## config.mk

```make
export PLATFORM = sky130hd
export DESIGN_NAME = vadpcm_front
export DESIGN_NICKNAME = d
export VERILOG_FILES = /design/src/design/vadpcm_pkg.sv /design/src/design/vadpcm_front.sv
export SDC_FILE = /design/constraint.sdc
export NUM_CORES = 1
export LEC_CHECK = 0
export BUFFER_PORTS_ARGS = -buffer_cell sky130_fd_sc_hd__buf_2
export CAP_MARGIN = 25
export CORE_MARGIN = 3
export CORE_UTILIZATION = 51
export CTS_CLUSTER_DIAMETER = 60
export CTS_CLUSTER_SIZE = 14
export DETAILED_ROUTE_END_ITERATION = 10
export PLACE_DENSITY_LB_ADDON = 0.25
export SKIP_CTS_REPAIR_TIMING = 1
export SYNTH_ARGS = -nofsm -noshare
export SYNTH_HDL_FRONTEND = slang
export SYNTH_SLANG_ARGS = --single-unit
```

## constraint.sdc

```tcl
create_clock -name clk -period 3.6 [get_ports clk]
set_input_delay 0.9 -clock clk [delete_from_list [all_inputs] [get_ports clk]]
set_output_delay 0.9 -clock clk [all_outputs]
set_load 0.01 [all_outputs]
```

## src/design/vadpcm_pkg.sv

```systemverilog
`default_nettype none
package vadpcm_pkg;

  localparam int MaxPredictorsDefault = 16;

  typedef enum logic [1:0] {
    MODE_BOOK  = 2'd0,
    MODE_BYTE  = 2'd1,
    MODE_START = 2'd2,
    MODE_NONE  = 2'd3
  } in_mode_t;

  typedef enum logic [1:0] {
    REG_CODEC = 2'd0,
    REG_PCOUNT = 2'd1,
    REG_LIMIT = 2'd2,
    REG_NONE = 2'd3
  } reg_index_t;

  typedef enum logic [1:0] {
    CMD_BOOK  = 2'd0,
    CMD_BYTE  = 2'd1,
    CMD_START = 2'd2
  } cmd_kind_t;

  // command passed from front to back
  typedef struct packed {
    cmd_kind_t   kind;
    logic [7:0]  book_index;
    logic [15:0] book_value;
    logic [7:0]  data_byte;
  } cmd_t;

endpackage
`default_nettype wire

```

## src/design/vadpcm_front.sv

```systemverilog
`default_nettype none
module vadpcm_front (
  input  wire logic              clk,
  input  wire logic              rst,
  input  wire logic              push,
  output logic                   full,
  input  wire logic [1:0]        mode,
  input  wire logic [7:0]        book_index,
  input  wire logic [15:0]       book_value,
  input  wire logic [7:0]        data_byte,
  output vadpcm_pkg::cmd_t       cmd,
  output logic                   cmd_valid,
  input  wire logic              cmd_take
);
  import vadpcm_pkg::*;

  // two-entry command queue
  cmd_t       q [2];
  logic       rd_ptr, wr_ptr;
  logic [1:0] count;
  logic       wr_en, rd_en;
  cmd_t       in_cmd;

  assign full      = (count == 2'd2);
  assign cmd_valid = (count != 2'd0);
  assign cmd       = q[rd_ptr];
  // mode 3 is dropped here
  assign wr_en = push && !full && (mode != MODE_NONE);
  assign rd_en = cmd_take && cmd_valid;

  always_comb begin
    in_cmd.kind       = cmd_kind_t'(mode);
    in_cmd.book_index = book_index;
    in_cmd.book_value = book_value;
    in_cmd.data_byte  = data_byte;
  end

  always_ff @(posedge clk) begin
    if (wr_en) begin
      q[wr_ptr] <= in_cmd;
    end
    if (rst) begin
      rd_ptr <= 1'b0;
      wr_ptr <= 1'b0;
      count  <= 2'd0;
    end else begin
      if (wr_en) wr_ptr <= ~wr_ptr;
      if (rd_en) rd_ptr <= ~rd_ptr;
      count <= count + {1'b0, wr_en} - {1'b0, rd_en};
    end
  end

  assert property (@(posedge clk) disable iff (rst) count <= 2'd2)
    else $error("queue count overflow");
  assert property (@(posedge clk) disable iff (rst) full |-> !wr_en)
    else $error("write into full queue");
  assert property (@(posedge clk) disable iff (rst)
    (count == 2'd0) |-> !rd_en)
    else $error("read from empty queue");

endmodule
`default_nettype wire

```

==> flow_summary.json <==
{
  "run_status": "finished clean",
  "synth_seq_area_share_pct": 78.6,
  "track_usage_pct": 16.0,
  "drtIter0Drc": 41,
  "core_um2": 4940,
  "final_common_cell": "buf_2",
  "clkPwrFrac_pct": 22.6,
  "grt_max_degree": 35,
  "fmax_mhz": 357,
  "reg2reg_slack_ns": 1.75,
  "finalClockSkew_ns": 0.00273,
  "place.gp.congestion": 0.651,
  "synthArstFlopShare_pct": 0,
  "synth_edf_count": 68,
  "avgSynthCellArea_um2": 20.5,
  "yosys-top-cells-area": "edfxtp_1 (75%), mux2_2 (14%), dfxtp_1 (3.7%)",
  "clock-sinks": 73,
  "gr-max-usage-layer": "met2",
  "htreeDepth": 3,
  "antenna_found_initial": 0,
  "gr-usage-met3_pct": 6.46,
  "yosys_warnings": 0,
  "period_share_pct": 77.8,
  "viasPerCell": 4.99,
  "yosys_most_used_dff": "edfxtp_1",
  "synthMuxAreaShare_pct": 14.6,
  "required_ns": 2.70,
  "io_buffers": 73,
  "clk_pin_slew_ns": 0.07,
  "finalWorstSetupSlack_ns": 0.801,
  "drive_above_1_share_pct": 57.5,
  "drv_cap": 0,
  "numCtsBuffers": 9,
  "die_h_um": 79.1,
  "p_comb_share_pct": 27.5,
  "cts-root-buf": "clkbuf_8",
  "clk_path_buf_depth": 2,
  "switching_power_mw": 0.632,
  "syn_nets": 173,
  "netlist_area_um2": 2730,
  "hold_viol_final": 0,
  "die_w_um": 79.1,
  "setup_violations": 0,
  "crit_path_start_kind": "flop",
  "relSlewSlack_pct": 34.4,
  "synth_fa_ha_area_share_pct": 0.918,
  "met1_usage_pct": 18.3,
  "yosysUniqueCellTypes": 19,
  "ioPinCount": 74,
  "swShare_pct": 28.2,
  "yosysTopAreaCell": "edfxtp_1",
  "p_leak_nw": 1.26,
  "worstSkewPairLatency_ns": 0.33,
  "hold_class": "reg -> reg",
  "synth_top_cell_area_share_pct": 74.9,
  "yosys.area_share.simple_pct": 3.26,
  "ir_drop_mv": 0.404,
  "final_cell_mix": "buf_2 (73), edfxtp_1 (68), mux2_2 (34), clkbuf_8 (9)",
  "via_count": 1426,
  "core.rowCount": 25,
  "critPathCaptureType": "output port",
  "met2_usage_pct": 26.8,
  "tritoncts": "built",
  "synth-seq-cells": 73,
  "routed_wirelength_um": 4660,
  "r2r-start": "count[0]",
  "overflow": 0,
  "slew_violations": 0,
  "critPathMaxFanout": 24,
  "synth_xor_area_share_pct": 0.643,
  "p_int_mw": 1.61,
  "die_area_um2": 6260,
  "seqPwrFrac_pct": 49.9,
  "min_period_ns": 2.80,
  "route.detailed.wl_per_inst_um": 16.3,
  "drc": 0,
  "r2r-end": "q[0][33]",
  "grt_pass1_vias": 1480,
  "pwr_density_cell_nw_per_um2": 676,
  "worst_pin_slew_ns": 0.981,
  "endpoint": "cmd[23]",
  "dp_hpwl_um": 3160,
  "crit_type": "reg -> out",
  "drt-pass1-iter-count": 4,
  "grt_pass1_wl_um": 7270,
  "ant_nets": 0,
  "netlist_instances": 133,
  "pre_cts_slack_ns": 1.13,
  "reg2reg_depth": 3,
  "synth_compound_area_share_pct": 0.275,
  "nets": 254,
  "start_util_pct": 55.1,
  "setup_tns_ns": 0,
  "num_antenna_cells": 0,
  "rsz0062_at_grt": "no",
  "crit_arrival_ns": 1.90,
  "synth_top_family_by_area": "multiplexers",
  "area_growth_pct": 21.5
}
[worst max-delay path: stages, from the launching register on]
cell	delay [ns]
dfxtp_1	0.61
buf_4	0.41
mux2_2	0.39
buf_2	0.14
[kinds of logic (layout without fill, tap and decap cells)]
logic type	after synthesis	after routing
XOR/XNOR	2	2
adder cells (fa/ha/maj)	2	2
AO/OA/AOI/OAI	1	1
AND/OR/NAND/NOR	14	14
flip-flops	73	73
multiplexers	35	35
buffers and inverters	6	92
[synth_stat cells (all sizes together), types with 2 or more instances]
| cell | n |
|---|---|
| mux2 | 35 |
| inv | 2 |
| dfxtp | 5 |
| ha | 2 |
| buf | 4 |
| nor2b | 2 |
| nor2 | 7 |
| edfxtp | 68 |
[layout make-up]
| type | count | area [µm²] |
|---|---|---|
| Timing Repair Buffer | 74 | 373 |
| Multi-Input combinational cell | 54 | 552 |
| Inverter | 2 | 7.51 |
| Clock inverter | 6 | 25.0 |
| Fill cell | 365 | 1630 |
| Tap cell | 67 | 83.8 |
| Clock buffer | 10 | 128 |
| Sequential cell | 73 | 2140 |
[per-layer routing]
metal | part of all wire [%] | routed length (µm)
met5 | 0 | 0
met4 | 0.92 | 43
met3 | 7.0 | 327
met2 | 54 | 2510
met1 | 38 | 1780
[flip-flops by register name, indices dropped and copies added, names as in the netlist, named ones only]
name / count
count: 2
q: 68
rd_ptr: 1
wr_ptr: 1
[per-stage QoR]
| step | cell area (µm²) | hold WS [ns] | utilization [%] | power, mW | cells |
|---|---|---|---|---|---|
| floorplan | 2730 | 0.481 | - | 1.55 | 133 |
| global placement | 3160 | 0.504 | 63.9 | 1.73 | 270 |
| detailed placement | 3160 | 0.537 | 63.9 | 1.76 | 270 |
| CTS | 3310 | 0.553 | 67.0 | 2.27 | 286 |
| global route | 3310 | 0.570 | 67.0 | 2.36 | 286 |
| finish | 3310 | 0.545 | 67.0 | 2.24 | 286 |
[how the worst min path moves through the flow]
stage,cells after the start,end,slack (ns),from
floorplan,2,flop,0.48,rd_ptr
global placement,2,rd_ptr,0.50,rd_ptr
detailed placement,2,rd_ptr,0.54,rd_ptr
CTS,2,rd_ptr,0.55,rd_ptr
global route,2,rd_ptr,0.57,rd_ptr
finish,2,rd_ptr,0.54,rd_ptr
[power groups by stage]
stage	clock, mW	combinational [mW]	sequential [mW]
after global placement	0	0.604	1.13
after detailed placement	0	0.625	1.14
final	0.506	0.615	1.12
after CTS	0.520	0.629	1.12
after floorplan	0	0.439	1.11
after global routing	0.555	0.671	1.13
Note: power is estimated with default switching activity, not from simulation.
